## config.mk

```make
export PLATFORM = sky130hd
export DESIGN_NAME = bandpass_iir_filter
export DESIGN_NICKNAME = d
export VERILOG_FILES = /design/src/design/bif_pkg.sv /design/src/design/bandpass_iir_filter.sv /design/src/design/bif_mac.sv
export SDC_FILE = /design/constraint.sdc
export NUM_CORES = 2
export LEC_CHECK = 0
export ABC_AREA = 1
export BUFFER_PORTS_ARGS = -buffer_cell sky130_fd_sc_hd__buf_2
export CAP_MARGIN = 5
export CORE_UTILIZATION = 60
export CTS_CLUSTER_DIAMETER = 40
export DETAILED_ROUTE_END_ITERATION = 10
export PLACE_DENSITY = 0.75
export SLEW_MARGIN = 20
export SYNTH_ARGS = -nofsm -noshare
export SYNTH_HDL_FRONTEND = slang
export SYNTH_SLANG_ARGS = --single-unit
```

## constraint.sdc

```tcl
create_clock -name clock -period 8.7 [get_ports clock]
set_input_delay 1.74 -clock clock [delete_from_list [all_inputs] [get_ports clock]]
set_output_delay 1.74 -clock clock [all_outputs]
set_load 0.05 [all_outputs]
```

## src/design/bif_pkg.sv

```systemverilog
package bif_pkg;

   // Default build of the filter
   localparam int TAPS_DEF       = 9;
   localparam int STATE_BITS_DEF = 40;
   localparam int COEF_BITS_DEF  = 27;

   // Table format: fractional bits and number of b (or a) entries
   localparam int TAB_FRAC = 22;
   localparam int TAB_LEN  = 9;

   // Reset value of band_select
   localparam logic BAND_RESET = 1'b1;

   // [set][0..8] = b, [set][9..17] = a, a[0] unused; Q5.22
   localparam int COEF_TAB [2][18] = '{
      '{ 42822, 0, -171287, 0, 256930, 0, -171287, 0, 42822,
         4194304, -19159735, 41772017, -56619438, 52176272, -33344620,
         14418363, -3871572, 504951 },
      '{ 571271, 0, -2285085, 0, 3427628, 0, -2285085, 0, 571271,
         4194304, 10944432, 9753981, 5044180, 4684627, 3194150,
         419645, -54454, 93819 }
   };

   // Sequencer states
   typedef enum logic [2:0] {
      ST_IDLE,
      ST_FEEDBACK,
      ST_FB_DRAIN,
      ST_ROUND_W,
      ST_FEEDFWD,
      ST_FF_DRAIN,
      ST_ROUND_Y
   } bif_state_type;

   // Control of the shared multiply-accumulate unit
   typedef struct packed {
      logic load;
      logic mul_en;
      logic hi_part;
      logic subtract;
   } mac_ctl_type;

   // Coefficient for one tap, rescaled to cbits with cbits-5 fractional bits.
   // Taps past the table read as zero.
   function automatic logic signed [31:0] coef_value(input logic set, input logic is_a,
                                                      input int tap, input int cbits);
      longint raw;
      longint scaled;
      int     frac;
      if (tap >= TAB_LEN) begin
         return '0;
      end
      raw  = longint'(COEF_TAB[set][is_a ? tap + TAB_LEN : tap]);
      frac = cbits - 5;
      if (frac >= TAB_FRAC) begin
         scaled = raw <<< (frac - TAB_FRAC);
      end else begin
         scaled = (raw + (longint'(1) <<< (TAB_FRAC - frac - 1))) >>> (TAB_FRAC - frac);
      end
      return 32'(scaled);
   endfunction

endpackage

```

## src/design/bandpass_iir_filter.sv

```systemverilog
// Eighth-order direct form II Butterworth bandpass on Q1.15 samples. band_select picks
// the 1-3 kHz set (0) or the 3-7.5 kHz set (1, reset value); write it only while idle.
// A result is posted from the output rounding state after the feedback and output sums.
// The next sample can transfer only once the block is back in idle, so a sample is done
// before the next one is taken. One shared multiplier forms every coefficient-by-state
// product as two half-word partial products, first the feedback sum, then the output
// sum, each with a drain and a round state. req_stall is high for that whole time; the
// result waits in an output register, so the next sample is taken while it is still
// stalled. If that result is still stalled when the next item finishes, the next item
// holds in its last cycle. start_of_signal clears the delay line before the sample is
// filtered. saturated flags a clip of the new state or the output.
module bandpass_iir_filter #(
   parameter int TAPS       = bif_pkg::TAPS_DEF,
   parameter int STATE_BITS = bif_pkg::STATE_BITS_DEF,
   parameter int COEF_BITS  = bif_pkg::COEF_BITS_DEF
) (
   input  logic               clock,
   input  logic               reset,
   input  logic               req_valid,
   output logic               req_stall,
   input  logic signed [15:0] req_sample_in,
   input  logic               req_start_of_signal,
   output logic               rsp_valid,
   input  logic               rsp_stall,
   output logic signed [15:0] rsp_filtered_sample,
   output logic               rsp_saturated,
   input  logic               csr_write_enable,
   input  logic               csr_write_data
);
   import bif_pkg::*;

   localparam int CFRAC    = COEF_BITS - 5;
   localparam int HI_SHIFT = STATE_BITS / 2;
   localparam int OP_BITS  = STATE_BITS - HI_SHIFT + 1;
   localparam int ACC_BITS = COEF_BITS + STATE_BITS + 6;
   localparam int X_SHIFT  = COEF_BITS + 4;
   localparam int Y_SHIFT  = CFRAC + 9;
   localparam int CNT_BITS = $clog2(2 * TAPS);
   localparam int DL_DEPTH = TAPS - 1;
   localparam int DL_BITS  = $clog2(DL_DEPTH);
   localparam int FB_LAST  = 2 * (TAPS - 1) - 1;
   localparam int FF_LAST  = 2 * TAPS - 1;

   bif_state_type               state_ff, state_in;
   logic [CNT_BITS-1:0]         cnt_ff, cnt_in;
   logic                        band_ff;
   logic signed [STATE_BITS-1:0] delay_ff [DL_DEPTH];
   logic signed [STATE_BITS-1:0] w0_ff;
   logic                        clip_ff;
   logic                        rsp_valid_ff;
   logic signed [15:0]          rsp_sample_ff;
   logic                        rsp_sat_ff;

   mac_ctl_type                 ctl;
   logic [CNT_BITS-2:0]         tap, tap_m1;
   logic [CNT_BITS-1:0]         coef_idx;
   logic                        is_a;
   logic                        use_w0;
   logic [DL_BITS-1:0]          dl_idx;
   logic signed [STATE_BITS-1:0] src;
   logic signed [OP_BITS-1:0]   operand;
   logic signed [COEF_BITS-1:0] coef;
   logic signed [ACC_BITS-1:0]  load_value;
   logic signed [ACC_BITS-1:0]  acc;
   logic                        accept;
   logic                        out_free;

   logic signed [ACC_BITS-1:0]  w_rnd, w_sh, y_rnd, y_sh;
   logic                        w_ok, y_ok;
   logic signed [STATE_BITS-1:0] w_val;
   logic signed [15:0]          y_val;

   assign tap      = cnt_ff[CNT_BITS-1:1];
   assign tap_m1   = tap - 1'b1;
   assign accept   = req_valid && (state_ff == ST_IDLE);
   assign out_free = !rsp_valid_ff || !rsp_stall;

   // Sequencer: next state and unit control
   always_comb begin
      state_in = state_ff;
      cnt_in   = cnt_ff;
      ctl      = '0;
      is_a     = 1'b0;
      use_w0   = 1'b0;
      coef_idx = CNT_BITS'(tap);
      dl_idx   = tap[DL_BITS-1:0];
      case (state_ff)
         ST_IDLE: begin
            if (req_valid) begin
               ctl.load = 1'b1;
               cnt_in   = '0;
               state_in = ST_FEEDBACK;
            end
         end
         ST_FEEDBACK: begin
            ctl.mul_en   = 1'b1;
            ctl.hi_part  = cnt_ff[0];
            ctl.subtract = 1'b1;
            is_a         = 1'b1;
            coef_idx     = CNT_BITS'(tap) + 1'b1;
            cnt_in       = cnt_ff + 1'b1;
            if (cnt_ff == CNT_BITS'(FB_LAST)) begin
               state_in = ST_FB_DRAIN;
            end
         end
         ST_FB_DRAIN: begin
            state_in = ST_ROUND_W;
         end
         ST_ROUND_W: begin
            ctl.load = 1'b1;
            cnt_in   = '0;
            state_in = ST_FEEDFWD;
         end
         ST_FEEDFWD: begin
            ctl.mul_en  = 1'b1;
            ctl.hi_part = cnt_ff[0];
            use_w0      = (tap == '0);
            dl_idx      = tap_m1[DL_BITS-1:0];
            cnt_in      = cnt_ff + 1'b1;
            if (cnt_ff == CNT_BITS'(FF_LAST)) begin
               state_in = ST_FF_DRAIN;
            end
         end
         ST_FF_DRAIN: begin
            state_in = ST_ROUND_Y;
         end
         ST_ROUND_Y: begin
            if (out_free) begin
               state_in = ST_IDLE;
            end
         end
         default: begin
            state_in = ST_IDLE;
         end
      endcase
   end

   // Select operand half and coefficient
   always_comb begin
      src     = use_w0 ? w0_ff : delay_ff[dl_idx];
      operand = ctl.hi_part ? $signed({src[STATE_BITS-1], src[STATE_BITS-1:HI_SHIFT]})
                            : $signed(OP_BITS'({1'b0, src[HI_SHIFT-1:0]}));
      coef    = COEF_BITS'(coef_value(band_ff, is_a, int'(coef_idx), COEF_BITS));
   end

   // Input sample scaled into the accumulator, or zero for the output sum
   assign load_value = (state_ff == ST_IDLE)
                     ? $signed({{(ACC_BITS - 16 - X_SHIFT){req_sample_in[15]}},
                                req_sample_in, {X_SHIFT{1'b0}}})
                     : '0;

   bif_mac #(
      .COEF_BITS (COEF_BITS),
      .OP_BITS   (OP_BITS),
      .ACC_BITS  (ACC_BITS),
      .HI_SHIFT  (HI_SHIFT)
   ) u_mac (
      .clock      (clock),
      .reset      (reset),
      .ctl        (ctl),
      .coef_in    (coef),
      .operand_in (operand),
      .load_value (load_value),
      .acc        (acc)
   );

   // Round half up and saturate the new state and the output
   always_comb begin
      w_rnd = acc + (ACC_BITS'(1) <<< (CFRAC - 1));
      w_sh  = w_rnd >>> CFRAC;
      w_ok  = (&w_sh[ACC_BITS-1:STATE_BITS-1]) || !(|w_sh[ACC_BITS-1:STATE_BITS-1]);
      if (w_ok) begin
         w_val = w_sh[STATE_BITS-1:0];
      end else begin
         w_val = w_sh[ACC_BITS-1] ? $signed({1'b1, {(STATE_BITS-1){1'b0}}})
                                  : $signed({1'b0, {(STATE_BITS-1){1'b1}}});
      end
      y_rnd = acc + (ACC_BITS'(1) <<< (Y_SHIFT - 1));
      y_sh  = y_rnd >>> Y_SHIFT;
      y_ok  = (&y_sh[ACC_BITS-1:15]) || !(|y_sh[ACC_BITS-1:15]);
      if (y_ok) begin
         y_val = y_sh[15:0];
      end else begin
         y_val = y_sh[ACC_BITS-1] ? 16'sh8000 : 16'sh7fff;
      end
   end

   // Control state, band register and delay line
   always_ff @(posedge clock) begin
      if (reset) begin
         state_ff     <= ST_IDLE;
         cnt_ff       <= '0;
         band_ff      <= BAND_RESET;
         rsp_valid_ff <= 1'b0;
         for (int i = 0; i < DL_DEPTH; i++) begin
            delay_ff[i] <= '0;
         end
      end else begin
         state_ff <= state_in;
         cnt_ff   <= cnt_in;
         if (csr_write_enable) begin
            band_ff <= csr_write_data;
         end
         // clear history on a start-of-signal transfer
         if (accept && req_start_of_signal) begin
            for (int i = 0; i < DL_DEPTH; i++) begin
               delay_ff[i] <= '0;
            end
         end
         // advance the delay line when the result is posted
         if ((state_ff == ST_ROUND_Y) && out_free) begin
            delay_ff[0] <= w0_ff;
            for (int i = 1; i < DL_DEPTH; i++) begin
               delay_ff[i] <= delay_ff[i-1];
            end
            rsp_valid_ff <= 1'b1;
         end else if (rsp_valid_ff && !rsp_stall) begin
            rsp_valid_ff <= 1'b0;
         end
      end
   end

   // Payload registers
   always_ff @(posedge clock) begin
      if (state_ff == ST_ROUND_W) begin
         w0_ff   <= w_val;
         clip_ff <= !w_ok;
      end
      if ((state_ff == ST_ROUND_Y) && out_free) begin
         rsp_sample_ff <= y_val;
         rsp_sat_ff    <= clip_ff || !y_ok;
      end
   end

   assign req_stall           = (state_ff != ST_IDLE);
   assign rsp_valid           = rsp_valid_ff;
   assign rsp_filtered_sample = rsp_sample_ff;
   assign rsp_saturated       = rsp_sat_ff;

endmodule

```

## src/design/bif_mac.sv

```systemverilog
module bif_mac #(
   parameter int COEF_BITS = bif_pkg::COEF_BITS_DEF,
   parameter int OP_BITS   = bif_pkg::STATE_BITS_DEF / 2 + 1,
   parameter int ACC_BITS  = bif_pkg::COEF_BITS_DEF + bif_pkg::STATE_BITS_DEF + 6,
   parameter int HI_SHIFT  = bif_pkg::STATE_BITS_DEF / 2
) (
   input  logic                        clock,
   input  logic                        reset,
   input  bif_pkg::mac_ctl_type        ctl,
   input  logic signed [COEF_BITS-1:0] coef_in,
   input  logic signed [OP_BITS-1:0]   operand_in,
   input  logic signed [ACC_BITS-1:0]  load_value,
   output logic signed [ACC_BITS-1:0]  acc
);
   import bif_pkg::*;

   localparam int PROD_BITS = COEF_BITS + OP_BITS;

   logic signed [PROD_BITS-1:0] prod_ff, prod_in;
   logic                        pv_ff, hi_ff, sub_ff;
   logic signed [ACC_BITS-1:0]  acc_ff, acc_in;
   logic signed [ACC_BITS-1:0]  ext;
   logic signed [ACC_BITS-1:0]  term;

   // Multiply stage
   assign prod_in = PROD_BITS'(coef_in) * PROD_BITS'(operand_in);

   // Align the partial product and accumulate
   always_comb begin
      ext  = ACC_BITS'(prod_ff);
      term = hi_ff ? (ext <<< HI_SHIFT) : ext;
      acc_in = acc_ff;
      if (ctl.load) begin
         acc_in = load_value;
      end else if (pv_ff) begin
         acc_in = sub_ff ? (acc_ff - term) : (acc_ff + term);
      end
   end

   always_ff @(posedge clock) begin
      if (reset) begin
         pv_ff <= 1'b0;
      end else begin
         pv_ff <= ctl.mul_en;
      end
   end

   always_ff @(posedge clock) begin
      prod_ff <= prod_in;
      hi_ff   <= ctl.hi_part;
      sub_ff  <= ctl.subtract;
      acc_ff  <= acc_in;
   end

   assign acc = acc_ff;

endmodule

```

==> flow_metrics.tcl <==
set metrics [dict create \
    area_growth_pct 13.4 \
    die_area_sq_um 95900 \
    finalSetupViolations 0 \
    synth_warnings 0 \
    drc 0 \
    cts_root_buf "clkbuf_16" \
    cp_slowest_cell "fa_1" \
    avgViaCountPerCell 5.85 \
    gp_congestion 1.08 \
    yosysUniqueCellTypes 52 \
    cp-start-kind "flop" \
    clk_latency_ns 0.68 \
    clkSinkCount 512 \
    antenna_cells 0 \
    async_reset_ff_share_pct 0 \
    cts-htree-levels 3 \
    path_depth 39 \
    hold_viol_final 0 \
    finalNonFillerCells 9261 \
    grt-ovfl-total 0 \
    r2r-start "state_ff[1]" \
    hold_buffers 0 \
    path_max_fanout 24 \
    synth-main-ff-cell "edfxtp_1" \
    tightest_slew_ns 1.13 \
    r2r_slack_ns 0.02 \
    crit_arrival_ns 9.26 \
    initial_core_util_pct 60.7 \
    outcome "completed" \
    wl_mm 205 \
    drive_gt1_share_pct 10.1 \
    crit_end "u_mac.prod_ff[45]" \
    synth_top_cell_area_share_pct 21.7 \
    drt_iter0_drc 6654 \
    antenna_left 0 \
    die_h_um 310 \
    grt_pass1_vias 51900 \
    worst_path_most_repeated_cell "inv_1" \
    antenna_found_initial 6 \
    cts_buffers 80 \
    die_w_um 310 \
    hpwl_mm 160 \
    fmaxAchievable_ghz 0.115 \
    relSlewSlack_pct 24.8 \
    wire_per_inst_um 22.2 \
    layout.nets 8753 \
    grt_pass1_wl_mm 306 \
    crit_path_end_kind "flop" \
    period_share_pct 99.8 \
    maxSlewViolCount 0 \
    ios 42 \
    grt_max_degree 133 \
    avgSynthCellArea_sq_um 7.34 \
    synth_area_leaders "edfxtp_1, fa_1, nand2_1, inv_1, nor2_1" \
    finalCriticalPeriod_ns 8.68 \
    rows 112 \
    fin_skew_ns 0.0500 \
    via_count 54200 \
    grtUsageTotal_pct 42.4 \
    clockBufferDepth 3 \
    ys_seq_area_share_pct 25.3 \
    yosys.area.top_type "edfxtp_1" \
    clkTransAtPathRegs_ns 0.05 \
    criticalPathCategory "reg2reg" \
    hold_path.class "reg2reg" \
    rsz0062_at_grt "yes" \
    cts_tree "yes" \
    synth_seq_cells 512 \
    cap_viol_max_count 0 \
    core_sq_um 93500 \
    required_ns 9.28 \
    drt_pass1_iterations 8 \
    synthesis.area_sq_um 56800 \
    reg2reg_to "u_mac.prod_ff[45]" \
    crit_start "state_ff[1]" \
    crit_buf_inv 16 \
    hold_ws_ns 0.460 \
    synth_edf_count 411 \
    dp.cells 9083 \
    reg2reg_depth 39 \
    syn_inst 7732 \
    cpLargestDelayFamily "adder cells" \
    numPortBuffers 41 \
    n_fill_cell 7590 \
    max_stage_delay_ns 0.57 \
    synth_fp_nets 8543 \
]
cells in the mapped netlist, drive strengths merged (100+ instances only):
library cell	count
nand2	1855
inv	1521
nor2	1074
nand3	593
fa	575
edfxtp	411
a21oi	282
o21ai	268
ha	213
buf	187
xor2	125
dfxtp	101
o211ai	100
worst min-delay path, delay by kind of cell, from the launching register on:
| family | cells | cell delay [ns] |
|---|---|---|
| flip-flops | 1 | 0.30 |
| AND/OR/NAND/NOR | 1 | 0.06 |
| AO/OA/AOI/OAI | 1 | 0.05 |
through the flow:
stage / setup TNS, ns / utilization (%) / area [sq um] / setup slack (ns)
CTS: 0 / 67.6 / 63200 / 0.000963
global route: -0.551 / 68.9 / 64400 / -0.125
detailed placement: -0.572 / 64.5 / 60300 / -0.203
global placement: -0.127 / 64.5 / 60300 / -0.0906
finish: 0 / 68.9 / 64400 / 0.0165
floorplan: 0 / - / 56800 / 0.0252
how the worst min path moves through the flow:
stage | from | end | slack (ns) | cells past startpoint
2_1_floorplan | delay_ff[0][0] | delay_ff[0][0] | 0.44 | 2
3_3_place_gp | delay_ff[0][9] | delay_ff[0][9] | 0.45 | 2
3_5_place_dp | delay_ff[0][21] | delay_ff[0][21] | 0.45 | 2
4_1_cts | delay_ff[0][21] | delay_ff[0][21] | 0.46 | 2
5_1_grt | delay_ff[0][10] | delay_ff[0][10] | 0.49 | 2
6_report | delay_ff[0][21] | delay_ff[0][21] | 0.46 | 2
repair_timing:
item / in CTS / in global routing
endpoints found under the setup margin: 16 / 36
gates resized for setup: 21 / 229
buffers inserted: 0 / 24
pin swaps: 0 / 47
gates cloned: 0 / 7
cells by family after synthesis:
group | share of synthesized area [%]
compound gates | 7.30
xor+xnor | 2.71
fa+ha+maj | 25.0
buf+inv | 12.6
flops | 25.3
mux | 0.0198
simple gates | 27.1
layout by cell type (no fill, tap or decap), types with 97 or more instances in the layout:
cell	count
a21oi_1	263
buf_4	301
dfxtp_1	97
edfxtp_1	411
fa_1	561
ha_1	198
inv_1	1493
nand2_1	1792
nand3_1	568
nor2_1	1013
o211ai_1	100
o21ai_0	239
xor2_1	120
final cells by class:
type                       instances  area [sq um]  share of cell area (%)
clock inverter                    53           772                    1.20
tap                             1254          1570                    2.44
timing repair buffer             403          3630                    5.64
multi-input combinational       5420         36200                    56.2
inverter                        1524          5750                    8.93
timing repair inverter             1          5.00                 0.00777
sequential                       512         14400                    22.3
clock buffer                      94          2100                    3.26
routing by layer:
| layer | global-route usage [%] | up-vias | share of wire, % |
|---|---|---|---|
| li1 | - | 24400 | - |
| met1 | 57.0 | 25700 | 38 |
| met2 | 62.8 | 3447 | 43 |
| met3 | 12.5 | 679 | 13 |
| met4 | 20.2 | 12 | 5.7 |
| met5 | 0 | - | 0.11 |
flip-flops by register name, summed over array words and instances, names as in the netlist:
| name | cells |
|---|---|
| state_ff | 3 |
| u_mac.sub_ff | 1 |
| u_mac.pv_ff | 1 |
| clip_ff | 1 |
| cnt_ff | 5 |
| u_mac.acc | 73 |
| rsp_saturated | 1 |
| rsp_filtered_sample | 16 |
| rsp_valid | 1 |
| delay_ff | 320 |
| u_mac.hi_ff | 1 |
| u_mac.prod_ff | 48 |
| band_ff | 1 |
| w0_ff | 40 |
Power is left out: the tool's default activity adds up to more than one toggle a clock period on the data nets, which glitch-free logic cannot reach.
